$ cat config.mk
export PLATFORM = sky130hd
export DESIGN_NAME = fpp_queue
export DESIGN_NICKNAME = d
export VERILOG_FILES = /design/src/sv/fpp_pkg.sv /design/src/sv/fpp_queue.sv
export SDC_FILE = /design/constraint.sdc
export NUM_CORES = 1
export LEC_CHECK = 0
export BUFFER_PORTS_ARGS = -buffer_cell sky130_fd_sc_hd__buf_2
export CORE_MARGIN = 10
export CORE_UTILIZATION = 50
export DETAILED_ROUTE_END_ITERATION = 10
export PLACE_DENSITY = 0.75
export SYNTH_ARGS = -nofsm -noshare
export SYNTH_HDL_FRONTEND = slang
export SYNTH_SLANG_ARGS = --single-unit
$ cat constraint.sdc
create_clock -name clk -period 17.22 [get_ports clk]
set_input_delay 1.722 -clock clk [delete_from_list [all_inputs] [get_ports clk]]
set_output_delay 1.722 -clock clk [all_outputs]
set_load 0.005 [all_outputs]
$ cat src/sv/fpp_pkg.sv
// Shared types, constants and helper functions for the fisheye point projector.
`timescale 1ns / 1ps
package fpp_pkg;

  // Sizes
  localparam int MAX_POLY_TERMS_DEF = 16;
  localparam int T_ENTRIES          = 12;
  localparam int QUEUE_DEPTH        = 2;
  localparam int CORDIC_STEPS       = 30;

  localparam logic [30:0] HALF_PI_Q29 = 31'd843314857;

  // Request function codes
  localparam logic [1:0] FUNC_PROJECT = 2'd0;
  localparam logic [1:0] FUNC_LOAD_T  = 2'd1;
  localparam logic [1:0] FUNC_LOAD_C  = 2'd2;

  // Queue operation codes
  localparam logic [1:0] OP_PROJECT = 2'd0;
  localparam logic [1:0] OP_LOAD_T  = 2'd1;
  localparam logic [1:0] OP_LOAD_C  = 2'd2;

  // Register indexes
  localparam logic [2:0] REG_HALF_FOV   = 3'd0;
  localparam logic [2:0] REG_CENTER_ROW = 3'd1;
  localparam logic [2:0] REG_CENTER_COL = 3'd2;
  localparam logic [2:0] REG_AFFINE_C   = 3'd3;
  localparam logic [2:0] REG_AFFINE_D   = 3'd4;
  localparam logic [2:0] REG_AFFINE_E   = 3'd5;
  localparam logic [2:0] REG_POLY_TERMS = 3'd6;

  // Register reset values
  localparam logic [30:0] RST_HALF_FOV   = 31'd843314857;
  localparam logic [31:0] RST_AFFINE_C   = 32'd16777216;
  localparam logic [4:0]  RST_POLY_TERMS = 5'd1;

  typedef struct packed {
    logic [1:0]         op;
    logic [3:0]         idx;
    logic signed [47:0] value;
    logic signed [31:0] x;
    logic signed [31:0] y;
    logic signed [31:0] z;
    logic [7:0]         red;
    logic [7:0]         green;
    logic [7:0]         blue;
  } qent_t;

  typedef struct packed {
    logic               start;
    logic signed [63:0] a;
    logic signed [63:0] b;
    logic [4:0]         shamt;
  } mul_req_t;

  typedef struct packed {
    logic               done;
    logic signed [63:0] res;
  } mul_rsp_t;

  typedef struct packed {
    logic [30:0]        half_fov;
    logic [31:0]        center_row;
    logic [31:0]        center_col;
    logic signed [31:0] affine_c;
    logic signed [31:0] affine_d;
    logic signed [31:0] affine_e;
    logic [4:0]         poly_terms;
  } cfg_t;

  // atan(2^-i) in Q3.29
  function automatic logic [28:0] atan_entry(input logic [4:0] i);
    logic [28:0] v;
    case (i)
      5'd0:  v = 29'd421657428;
      5'd1:  v = 29'd248918915;
      5'd2:  v = 29'd131521918;
      5'd3:  v = 29'd66762579;
      5'd4:  v = 29'd33510843;
      5'd5:  v = 29'd16771758;
      5'd6:  v = 29'd8387925;
      5'd7:  v = 29'd4194219;
      5'd8:  v = 29'd2097141;
      5'd9:  v = 29'd1048575;
      5'd10: v = 29'd524288;
      5'd11: v = 29'd262144;
      5'd12: v = 29'd131072;
      5'd13: v = 29'd65536;
      5'd14: v = 29'd32768;
      5'd15: v = 29'd16384;
      5'd16: v = 29'd8192;
      5'd17: v = 29'd4096;
      5'd18: v = 29'd2048;
      5'd19: v = 29'd1024;
      5'd20: v = 29'd512;
      5'd21: v = 29'd256;
      5'd22: v = 29'd128;
      5'd23: v = 29'd64;
      5'd24: v = 29'd32;
      5'd25: v = 29'd16;
      5'd26: v = 29'd8;
      5'd27: v = 29'd4;
      5'd28: v = 29'd2;
      5'd29: v = 29'd1;
      default: v = 29'd0;
    endcase
    return v;
  endfunction

  // Saturate a 64 bit value to 32 bit signed
  function automatic logic signed [31:0] sat32(input logic signed [63:0] v);
    logic signed [31:0] r;
    if (v > 64'sh000000007FFFFFFF) r = 32'sh7FFFFFFF;
    else if (v < -64'sh0000000080000000) r = -32'sh80000000;
    else r = v[31:0];
    return r;
  endfunction

  // Saturate a 65 bit value to 48 bit signed
  function automatic logic signed [47:0] sat48(input logic signed [64:0] v);
    logic signed [47:0] r;
    if (v > 65'sh00007FFFFFFFFFFF) r = 48'sh7FFFFFFFFFFF;
    else if (v < -65'sh0000800000000000) r = -48'sh800000000000;
    else r = v[47:0];
    return r;
  endfunction

endpackage

$ cat src/sv/fpp_queue.sv
// Short request queue between the front end and the back end.
`timescale 1ns / 1ps
module fpp_queue import fpp_pkg::*; (
  input  logic  clk,
  input  logic  rst_n,
  input  logic  push,
  input  qent_t push_ent,
  output logic  full,
  input  logic  pop,
  output logic  valid,
  output qent_t head
);

  localparam int PTR_W = $clog2(QUEUE_DEPTH);
  localparam int CNT_W = $clog2(QUEUE_DEPTH + 1);

  qent_t             mem_r [0:QUEUE_DEPTH-1];
  logic [PTR_W-1:0]  wr_ptr_r;
  logic [PTR_W-1:0]  rd_ptr_r;
  logic [CNT_W-1:0]  cnt_r;

  assign full  = (cnt_r == CNT_W'(QUEUE_DEPTH));
  assign valid = (cnt_r != '0);
  assign head  = mem_r[rd_ptr_r];

  // Storage
  always_ff @(posedge clk) begin
    if (push) mem_r[wr_ptr_r] <= push_ent;
  end

  // Pointers and fill count
  always_ff @(posedge clk) begin
    if (!rst_n) begin
      wr_ptr_r <= '0;
      rd_ptr_r <= '0;
      cnt_r    <= '0;
    end else begin
      if (push) begin
        wr_ptr_r <= (wr_ptr_r == PTR_W'(QUEUE_DEPTH - 1)) ? '0 : wr_ptr_r + 1'b1;
      end
      if (pop) begin
        rd_ptr_r <= (rd_ptr_r == PTR_W'(QUEUE_DEPTH - 1)) ? '0 : rd_ptr_r + 1'b1;
      end
      if (push && !pop) cnt_r <= cnt_r + 1'b1;
      else if (pop && !push) cnt_r <= cnt_r - 1'b1;
    end
  end

  a_pop_valid: assert property (@(posedge clk) disable iff (!rst_n)
    pop |-> valid) else $error("pop from empty queue");

  a_cnt_bound: assert property (@(posedge clk) disable iff (!rst_n)
    cnt_r <= CNT_W'(QUEUE_DEPTH)) else $error("queue count overflow");

  a_push_pop_cnt: assert property (@(posedge clk) disable iff (!rst_n)
    (push && !pop) |=> cnt_r == $past(cnt_r) + 1'b1) else $error("count slip");

endmodule

==> results.json, run 1 <==
{
  "status": "finished clean",
  "power_leakage_nw": 5.95,
  "track_usage": 0.171,
  "cts_resized": 0,
  "cts_buffer_depth": 3,
  "power.combinational.fraction": 0.092,
  "multiInputGateArea_sq_um": 2080,
  "drt_pass1_iterations": 5,
  "vias": 6742,
  "critPathKind": "reg2out",
  "layout.nets": 1121,
  "worst-path-max-fanout": 76,
  "ys_seq_elements": 353,
  "numClockSinks": 353,
  "finalHoldViolCount": 0,
  "final.period_utilization": 0.268,
  "proportion_of_synthesized_chip_area_in_sequential_cells": 0.822,
  "final_report_setup_violation_count": 0,
  "main_combinational_cell_family_by_area_after_synthesis": "multiplexers",
  "cts_hold_repair.buffers": 0,
  "startpoint_type": "register",
  "maxCapViolations": 0,
  "finalCriticalPeriod_ns": 4.61,
  "synth_compound_area_frac": 0.00156,
  "final_core_util": 0.631,
  "synthesis.area_sq_um": 12800,
  "yosys.area_share.simple": 0.00439,
  "critPathArrivalTime_ns": 2.89,
  "tritoncts": "done",
  "power.ir.vdd_worst_uv": 98.5,
  "holdCritPathClass": "reg2reg",
  "critical_path.top_delay_family": "buffers and inverters",
  "slowest_stage": "buf_4",
  "net-switching-power_mw": 0.392,
  "route.detailed.vias_per_inst": 5.17,
  "place.gp.congestion": 0.766,
  "timing.fmax_mhz": 217,
  "number_of_global_route_vias_before_repair": 7247,
  "critPathCaptureType": "output port",
  "clock_edge_transition_at_the_registers_on_the_reported_setup_and_hold_paths_ns": 0.06,
  "yosysWarningCount": 0,
  "rsz0062_at_grt": "no",
  "power.clock.fraction": 0.367,
  "synth_nets": 742,
  "yosys-mux-area-fraction": 0.153,
  "wire_length_of_the_first_global_routing_pass_um": 43300,
  "grt_overflow": 0,
  "htree_num_levels": 2,
  "maxSlewHeadroom": 0.315,
  "timing.critical_path.required_ns": 15.50,
  "floorplan.die.width_um": 180,
  "post_cts_buffers": 0,
  "arithmetic_cell_share_of_the_synthesized_area_counting_full_adders_half_adders_and_majority_gates": 0.000975,
  "synthesis.area_per_instance_sq_um": 22.8,
  "place.detailed.hpwl_um": 20100,
  "intPower_mw": 1.47,
  "fp.dieArea_sq_um": 32500,
  "final_layout_size_suffix_gt1_frac": 0.601,
  "sw_frac_of_total": 0.210,
  "ant_nets": 0,
  "pwr_density_cell_nw_per_um2": 117,
  "critPathMaxStageDelay_ns": 0.86,
  "buffers_inverters_on_critical_path": 2,
  "place.port_buffers": 353,
  "drt_iter0_markers": 438,
  "post_synth_inst_count": 563,
  "power.total_mw": 1.87,
  "die_height_um": 180,
  "floorplan.core_area_sq_um": 25300,
  "post-route-drc-count": 0,
  "cts_inserted_buffers": 36,
  "yosys.area_share.xor_xnor": 0.00205,
  "worst-slew-pin-transition_ns": 1.03,
  "layout.filler_cells": 1834,
  "initial_core_util": 0.508,
  "pin_count_of_the_biggest_net_entering_global_routing": 77,
  "finalWirelength_um": 28800,
  "yosys.cell_types.count": 16,
  "num_rows": 58,
  "sequential_cell_area_sq_um": 10600,
  "seq_power_share": 0.541,
  "ioPinCount": 354,
  "clk_latency_ns": 0.49,
  "grt_antenna_before_repair": 11,
  "timing_max_transition_violations_final": 0,
  "crit_path_cell_trace": "buf_4, mux2_2, buf_2",
  "avgRoutedWirePerCell_um": 22.1,
  "clock_tree.root_cell": "clkbuf_16",
  "area_growth_pct": 24.1,
  "final.setup_skew_ns": 0.0130,
  "accumulated_negative_setup_slack_ns": 0
}
==> power groups by stage <==
stage,Combinational (mW),Clock [mW],Sequential [mW]
after floorplan,0.0952,0,1.03
after global placement,0.172,0,1.02
after detailed placement,0.175,0,1.03
after CTS,0.177,0.704,1.01
after global routing,0.188,0.742,1.01
final,0.172,0.685,1.01
==> per-stage QoR <==
stage / worst slack (ns) / instance area, sq um / hold slack, ns / cells
2_1_floorplan: 7.22 / 12800 / 0.461 / 563
3_3_place_gp: 13.06 / 14900 / 0.482 / 1234
3_5_place_dp: 13.10 / 14900 / 0.498 / 1234
4_1_cts: 12.56 / 15900 / 0.507 / 1296
5_1_grt: 12.45 / 15900 / 0.543 / 1301
6_report: 12.61 / 15900 / 0.503 / 1304
==> cells by family (layout without fill, tap and decap cells) <==
logic type               count (synthesis)  count (layout)
AO/OA/AOI/OAI                            3               3
AND/OR/NAND/NOR                          9               9
multiplexers                           174             174
buffers and inverters                   20             423
adder cells (fa/ha/maj)                  1               1
other                                    0               8
XOR/XNOR                                 3               3
flip-flops                             353             353
==> worst register-to-register path, stage by stage, from the launching register on <==
cell and delay (ns):
dfxtp_1 0.38, and2_4 0.66, buf_4 0.85
==> cell usage in the layout (no fill, tap or decap) <==
| cell type | netlist | routed |
|---|---|---|
| diode_2 | 0 | 8 |
| dfxtp_4 | 0 | 1 |
| o21a_1 | 1 | 1 |
| edfxtp_1 | 348 | 348 |
| clkinv_2 | 0 | 4 |
| xnor2_1 | 1 | 1 |
| nor2b_4 | 0 | 1 |
| clkinvlp_4 | 0 | 2 |
| and2_4 | 0 | 1 |
| inv_1 | 1 | 1 |
| clkbuf_1 | 0 | 11 |
| clkbuf_16 | 0 | 37 |
| dfxtp_1 | 5 | 4 |
| ha_1 | 1 | 1 |
| clkinv_1 | 0 | 8 |
| xor2_1 | 2 | 2 |
| a21boi_1 | 1 | 1 |
| or2_2 | 1 | 1 |
| or3_1 | 1 | 1 |
| o21ai_0 | 1 | 1 |
| buf_4 | 0 | 7 |
| nor2b_1 | 3 | 2 |
| buf_2 | 1 | 353 |
| mux2_2 | 174 | 174 |
| and2_1 | 4 | 3 |
==> cell type report <==
class | count | area share
Timing Repair Buffer | 360 | 0.114
Antenna cell | 8 | 0.00126
Clock inverter | 14 | 0.00409
Inverter | 1 | 0.000236
Tap cell | 330 | 0.0259
Clock buffer | 48 | 0.0607
Multi-Input combinational cell | 190 | 0.131
Sequential cell | 353 | 0.663
==> path summary, 6_finish.rpt <==
kind	startpoint	to	slack, ns	depth (start not counted)
worst max-delay path	register	head[95]	12.61	3
worst min-delay path	cnt_r[1]$_SDFFE_PN0P_	cnt_r[1]$_SDFFE_PN0P_	0.50	2
worst max register to register	wr_ptr_r$_SDFFE_PN0P_	mem_r[1][62]$_DFFE_PP_	14.92	2
worst min register to register	cnt_r[1]$_SDFFE_PN0P_	cnt_r[1]$_SDFFE_PN0P_	0.50	2
==> state kept, by name (all words and copies together), names as in the netlist, named ones only <==
| register | flops |
|---|---|
| mem_r | 348 |
| cnt_r | 2 |
| rd_ptr_r | 1 |
| wr_ptr_r | 1 |
==> routing by layer <==
| metal | vias to the layer above | track usage | part of all wire |
|---|---|---|---|
| li1 | 3024 | - | - |
| met1 | 3344 | 0.193 | 0.37 |
| met2 | 322 | 0.287 | 0.51 |
| met3 | 46 | 0.0749 | 0.10 |
| met4 | 6 | 0.0512 | 0.020 |
| met5 | - | 0 | 0.0013 |
==> cells in the mapped netlist <==
| cell | count | share of area |
|---|---|---|
| nor2b_1 | 3 | 0.0015 |
| buf_6 | 18 | 0.016 |
| xor2_1 | 2 | 0.0014 |
| o21ai_0 | 1 | 0.00039 |
| mux2_2 | 174 | 0.15 |
| a21boi_1 | 1 | 0.00059 |
| inv_1 | 1 | 0.00029 |
| xnor2_1 | 1 | 0.00068 |
| and2_1 | 4 | 0.0019 |
| or3_1 | 1 | 0.00049 |
| dfxtp_1 | 5 | 0.0078 |
| edfxtp_1 | 348 | 0.81 |
| buf_2 | 1 | 0.00039 |
| or2_2 | 1 | 0.00049 |
| o21a_1 | 1 | 0.00059 |
| ha_1 | 1 | 0.00097 |
Note: power is estimated with default switching activity, not from simulation.
==> run 2: changes to the inputs <==
- CORE_UTILIZATION: 50 -> 47
- PLACE_DENSITY: 0.75 -> 0.74
- clock period: 17.22 -> 3.8 ns (I/O delays scaled with it)
==> run 2 against run 1 <==
Against the previous run:
- cell area up 2.0%
- die area rose by 5.7%
- first-iteration DRC count shrank 23%
- flip-flop and latch count stayed put
- routed wire length is 4.5% lower
==> results.json, run 2 (synthesis results as in run 1) <==
{
  "final_report_setup_violation_count": 0,
  "route.detailed.vias_per_inst": 5.05,
  "drt_iter0_markers": 338,
  "floorplan.core_area_sq_um": 27000,
  "slowest_stage": "buf_12",
  "floorplan.die.width_um": 185,
  "finalWirelength_um": 27500,
  "fp.dieArea_sq_um": 34300,
  "tritoncts": "done",
  "crit_path_cell_trace": "buf_12, mux2_2, buf_2",
  "num_rows": 60,
  "holdCritPathClass": "in2reg",
  "die_height_um": 185,
  "startpoint_type": "register",
  "numClockSinks": 353,
  "final.period_utilization": 0.718,
  "initial_core_util": 0.476,
  "critPathKind": "reg2out",
  "post-route-drc-count": 0,
  "grt_overflow": 0,
  "pin_count_of_the_biggest_net_entering_global_routing": 176,
  "ant_nets": 0,
  "r2r_setup_slack_ns": 2.03,
  "timing.fmax_mhz": 367,
  "power_leakage_nw": 6.09,
  "drt_pass1_iterations": 6,
  "preCtsSetupSlack_ns": 1.73,
  "cts_resized": 0,
  "maxSlewHeadroom": 0.176,
  "number_of_global_route_vias_before_repair": 7138,
  "layout.cells.most_common": "buf_2",
  "area_growth_pct": 26.5,
  "wire_length_of_the_first_global_routing_pass_um": 40700,
  "worstHoldEndpoint": "mem_r[1][40]$_DFFE_PP_",
  "power.total_mw": 9.16,
  "maxCapViolations": 0,
  "worst-path-max-fanout": 174,
  "final_worst_slack_ns": 1.07,
  "timing.critical_path.required_ns": 3.42,
  "grt_antenna_before_repair": 9,
  "post_cts_buffers": 0,
  "htree_num_levels": 2,
  "critPathMaxStageDelay_ns": 0.50,
  "place.detailed.hpwl_um": 18300,
  "sequential_cell_area_sq_um": 10600,
  "rsz0062_at_grt": "no",
  "numPlacedInstances": 1242,
  "layout.nets": 1119,
  "vias": 6635,
  "cts_inserted_buffers": 37,
  "layout.filler_cells": 1979,
  "finalCriticalPeriod_ns": 2.73,
  "worst-r2r-cell-count": 2,
  "design_area_sq_um": 16200,
  "largest_reg_flops": 348,
  "worstReg2RegStart": "wr_ptr_r$_SDFFE_PN0P_",
  "critPathArrivalTime_ns": 2.35,
  "cts_hold_repair.buffers": 0,
  "accumulated_negative_setup_slack_ns": 0,
  "worst-slew-pin-transition_ns": 1.24,
  "power.ir.vdd_worst_uv": 367,
  "worst_hold_path.num_cells": 1,
  "timing_max_transition_violations_final": 0,
  "pwr_density_cell_nw_per_um2": 564,
  "critPathCaptureType": "output port",
  "stdcell_count": 1315,
  "finalHoldViolCount": 0,
  "clock_edge_transition_at_the_registers_on_the_reported_setup_and_hold_paths_ns": 0.06,
  "final_layout_size_suffix_gt1_frac": 0.610,
  "buffers_inverters_on_critical_path": 2,
  "place.port_buffers": 353,
  "status": "finished clean",
  "place.gp.congestion": 0.752,
  "cts_buffer_depth": 3,
  "clock_tree.root_cell": "clkbuf_16",
  "clk_latency_ns": 0.51,
  "critical_path.top_delay_family": "buffers and inverters",
  "final.setup_skew_ns": 0.0188,
  "ioPinCount": 354,
  "worstReg2RegEnd": "mem_r[0][125]$_DFFE_PP_",
  "avgRoutedWirePerCell_um": 20.9,
  "top_register": "mem_r",
  "place_area_sq_um": 14900,
  "largest_registers_ranked_by_flip_flop_count": "mem_r (348), cnt_r (2)",
  "track_usage": 0.154,
  "multiInputGateArea_sq_um": 2080,
  "hold_path.startpoint": "push_ent[40]",
  "layout_common_cells": "353 x buf_2, 348 x edfxtp_1, 174 x mux2_2"
}
==> run 2: where the power goes <==
group	internal, mW	switching, mW	leakage (nW)	total, mW
Combinational	0.403	0.396	2.14	0.798
Sequential	4.51	0.0457	3.31	4.55
Clock	2.41	1.40	0.640	3.81
==> run 2: routing by layer <==
metal  GRT usage  part of all wire  vias to the layer above
li1            -                 -                     3021
met1       0.168              0.36                     3261
met2       0.259              0.50                      284
met3      0.0639              0.11                       63
met4      0.0676             0.033                        6
met5           0            0.0016                        -
==> run 2: cell type report <==
| class | count | share of cell area |
|---|---|---|
| antenna | 6 | 0.000924 |
| clock buffer | 43 | 0.0610 |
| clock inverter | 24 | 0.0197 |
| inverter | 1 | 0.000231 |
| multi-input combinational | 190 | 0.128 |
| sequential | 353 | 0.650 |
| tap | 341 | 0.0263 |
| timing repair buffer | 357 | 0.114 |
==> run 2: worst max-delay path by stage <==
stage / to / slack, ns / cells past startpoint
floorplan: mem_r[0][0]$_DFFE_PP_ / 0.37 / 1
global placement: head[90] / 1.72 / 3
detailed placement: head[109] / 1.73 / 3
CTS: head[109] / 1.18 / 3
global route: head[90] / 1.08 / 3
finish: head[119] / 1.07 / 3
==> run 2: stage by stage <==
stage           util  hold WS (ns)
2_1_floorplan      -         0.461
3_3_place_gp   0.553         0.476
3_5_place_dp   0.553         0.494
4_1_cts        0.602        0.0333
5_1_grt        0.603        0.0352
6_report       0.603        0.0588
==> run 3: changes to the inputs <==
- ABC_AREA: unset -> 1
- CORE_UTILIZATION: 47 -> 50
- PLACE_DENSITY: 0.74 -> 0.75
- clock period: 3.8 -> 2.65 ns (I/O delays scaled with it)
==> run 3 against run 2 <==
Against the previous run:
- critical path depth stayed put
- largest power group unchanged
- register-to-register slack lost 0.81 ns
- combinational power rose by 60%
- count of clock-buffer cells in the layout is 1 higher
- flip-flop and latch count is the same
- routed wire length up 14%
- cell area rose by 9.9%
- clock skew hardly changed
- cell count rose by 13%
==> results.json, run 3 <==
{
  "status": "finished clean",
  "slowest_stage": "dfxtp_4",
  "layout.cells.most_common": "buf_2",
  "worst-path-max-fanout": 60,
  "worst-r2r-cell-count": 3,
  "clock_tree.root_cell": "clkbuf_16",
  "largest_reg_flops": 348,
  "post_synth_top_area_cell": "edfxtp_1",
  "critPathCaptureType": "output port",
  "vias": 7406,
  "fp.dieArea_sq_um": 32500,
  "timing.critical_path.required_ns": 2.38,
  "synth_nets": 755,
  "floorplan.die.width_um": 180,
  "drt_pass1_iterations": 4,
  "grt_antenna_before_repair": 3,
  "crit_path_cell_trace": "buf_12, mux2_2, buf_2",
  "place_area_sq_um": 15000,
  "layout.nets": 1312,
  "buffers_inverters_on_critical_path": 2,
  "cts_buffer_depth": 3,
  "proportion_of_synthesized_chip_area_in_sequential_cells": 0.821,
  "busiest_layer": "met2",
  "critPathArrivalTime_ns": 2.07,
  "startpoint_type": "register",
  "holdCritPathClass": "in2reg",
  "initial_core_util": 0.509,
  "timing.fmax_mhz": 428,
  "place.port_buffers": 353,
  "place.gp.congestion": 0.733,
  "num_rows": 58,
  "synthesis.area_sq_um": 12800,
  "synth_area_leaders": "edfxtp_1 81%, mux2_2 15%, buf_6 1.6%",
  "tritoncts": "done",
  "top_register": "mem_r",
  "drt_iter0_markers": 447,
  "yosysWarningCount": 0,
  "finalHoldViolCount": 0,
  "number_of_global_route_vias_before_repair": 8283,
  "cts_inserted_buffers": 36,
  "die_height_um": 180,
  "finalWirelength_um": 31500,
  "final.setup_skew_ns": 0.0190,
  "place.detailed.hpwl_um": 19200,
  "cp_num_cells": 3,
  "dominantRegCellSynth": "edfxtp_1",
  "accumulated_negative_setup_slack_ns": 0,
  "final.period_utilization": 0.882,
  "ys_seq_elements": 353,
  "synth-edff-count": 348,
  "synth_top_area_share": 0.814,
  "avgRoutedWirePerCell_um": 21.2,
  "floorplan.core_area_sq_um": 25300,
  "ioPinCount": 354,
  "htree_num_levels": 2,
  "stdcell_count": 1488,
  "global_route.usage.met3": 0.0574,
  "largest_registers_ranked_by_flip_flop_count": "mem_r (348), cnt_r (2)",
  "track_usage": 0.187,
  "synthArstFlopShare": 0,
  "area_growth_pct": 39.0,
  "numClockSinks": 353,
  "wire_length_of_the_first_global_routing_pass_um": 48200,
  "yosysMostFrequentCell": "edfxtp_1",
  "power_leakage_nw": 6.78,
  "worst-slew-pin-transition_ns": 0.541,
  "critPathMaxStageDelay_ns": 0.62,
  "post_cts_buffers": 0,
  "clock_edge_transition_at_the_registers_on_the_reported_setup_and_hold_paths_ns": 0.05,
  "clk_latency_ns": 0.50,
  "critical_path.top_delay_family": "flip-flops",
  "synthTopCellsByCount": "348 x edfxtp_1, 174 x mux2_2, 18 x buf_6",
  "power.ir.vdd_worst_uv": 644,
  "pin_count_of_the_biggest_net_entering_global_routing": 91,
  "route.detailed.vias_per_inst": 4.98,
  "layout_common_cells": "353 x buf_2, 348 x edfxtp_1, 175 x dlygate4sd3_1",
  "global_route.usage.met2": 0.343,
  "design_area_sq_um": 17900,
  "maxSlewHeadroom": 0.640,
  "yosys.cell_types.count": 13,
  "post_synth_inst_count": 576,
  "rsz0062_at_grt": "no",
  "timing_max_transition_violations_final": 0,
  "grt_overflow": 0,
  "maxCapViolations": 0,
  "final_layout_size_suffix_gt1_frac": 0.511,
  "finalCriticalPeriod_ns": 2.34,
  "final_report_setup_violation_count": 0,
  "critPathKind": "reg2out",
  "synthesis.area_per_instance_sq_um": 22.3,
  "post-route-drc-count": 0,
  "worst_hold_path.num_cells": 3,
  "ant_nets": 0,
  "global_routing_usage_on_met1": 0.203,
  "pwr_density_cell_nw_per_um2": 707,
  "numPlacedInstances": 1250
}
==> run 3: timing repair <==
action / CTS / global route
hold buffers: 175 / 0
hold endpoints to repair: 349 / 0
gates resized for setup: 0 / 0
==> run 3: worst reg2reg max path, delay by kind of cell (launching register included) <==
kind	cells	cell delay (ns)
buffers and inverters	2	0.49
DFF	1	0.37
and+or+nand+nor	1	0.09
==> run 3: metal layers <==
layer | routed length [um] | vias to the layer above
met5 | 0 | -
met4 | 665 | 0
met3 | 2350 | 48
met2 | 16900 | 297
met1 | 11600 | 3655
li1 | - | 3406
==> run 3: stage by stage <==
step	hold slack, ns	setup slack (ns)	total power, mW	util
final	0.0513	0.313	12.6	0.707
after global routing	0.0592	0.232	13.1	0.707
after CTS	0.0240	0.265	12.7	0.707
after detailed placement	0.456	0.812	7.72	0.593
after global placement	0.452	0.799	7.68	0.593
after floorplan	0.364	-0.733	7.19	-
==> run 3: layout make-up <==
type / instances / area [sq um]
inverter: 8 / 33.8
fill: 1550 / 7400
timing repair buffer: 538 / 3670
sequential: 353 / 10600
tap: 330 / 413
clock buffer: 44 / 952
antenna: 3 / 7.51
clock inverter: 16 / 158
multi-input combinational: 196 / 2070
==> run 3: worst paths after layout <==
kind | to | slack (ns) | start
max | head[121] | 0.31 | register
min | rd_ptr_r$_SDFFE_PN0P_ | 0.05 | pop
min reg2reg | rd_ptr_r$_SDFFE_PN0P_ | 0.50 | rd_ptr_r$_SDFFE_PN0P_
max reg2reg | mem_r[1][22]$_DFFE_PP_ | 1.22 | wr_ptr_r$_SDFFE_PN0P_
==> run 3: cell families after synthesis <==
| group | count (synthesis) | synth area share |
|---|---|---|
| mux | 174 | 0.153 |
| simple gates | 19 | 0.00584 |
| flops | 353 | 0.821 |
| buf+inv | 27 | 0.0185 |
| fa+ha+maj | 1 | 0.000974 |
| compound gates | 2 | 0.000779 |
==> run 3: report_power, final <==
group          internal [mW]  switching, mW
clock                   2.84           1.95
sequential              6.47         0.0814
combinational          0.685          0.591
total                   9.99           2.62
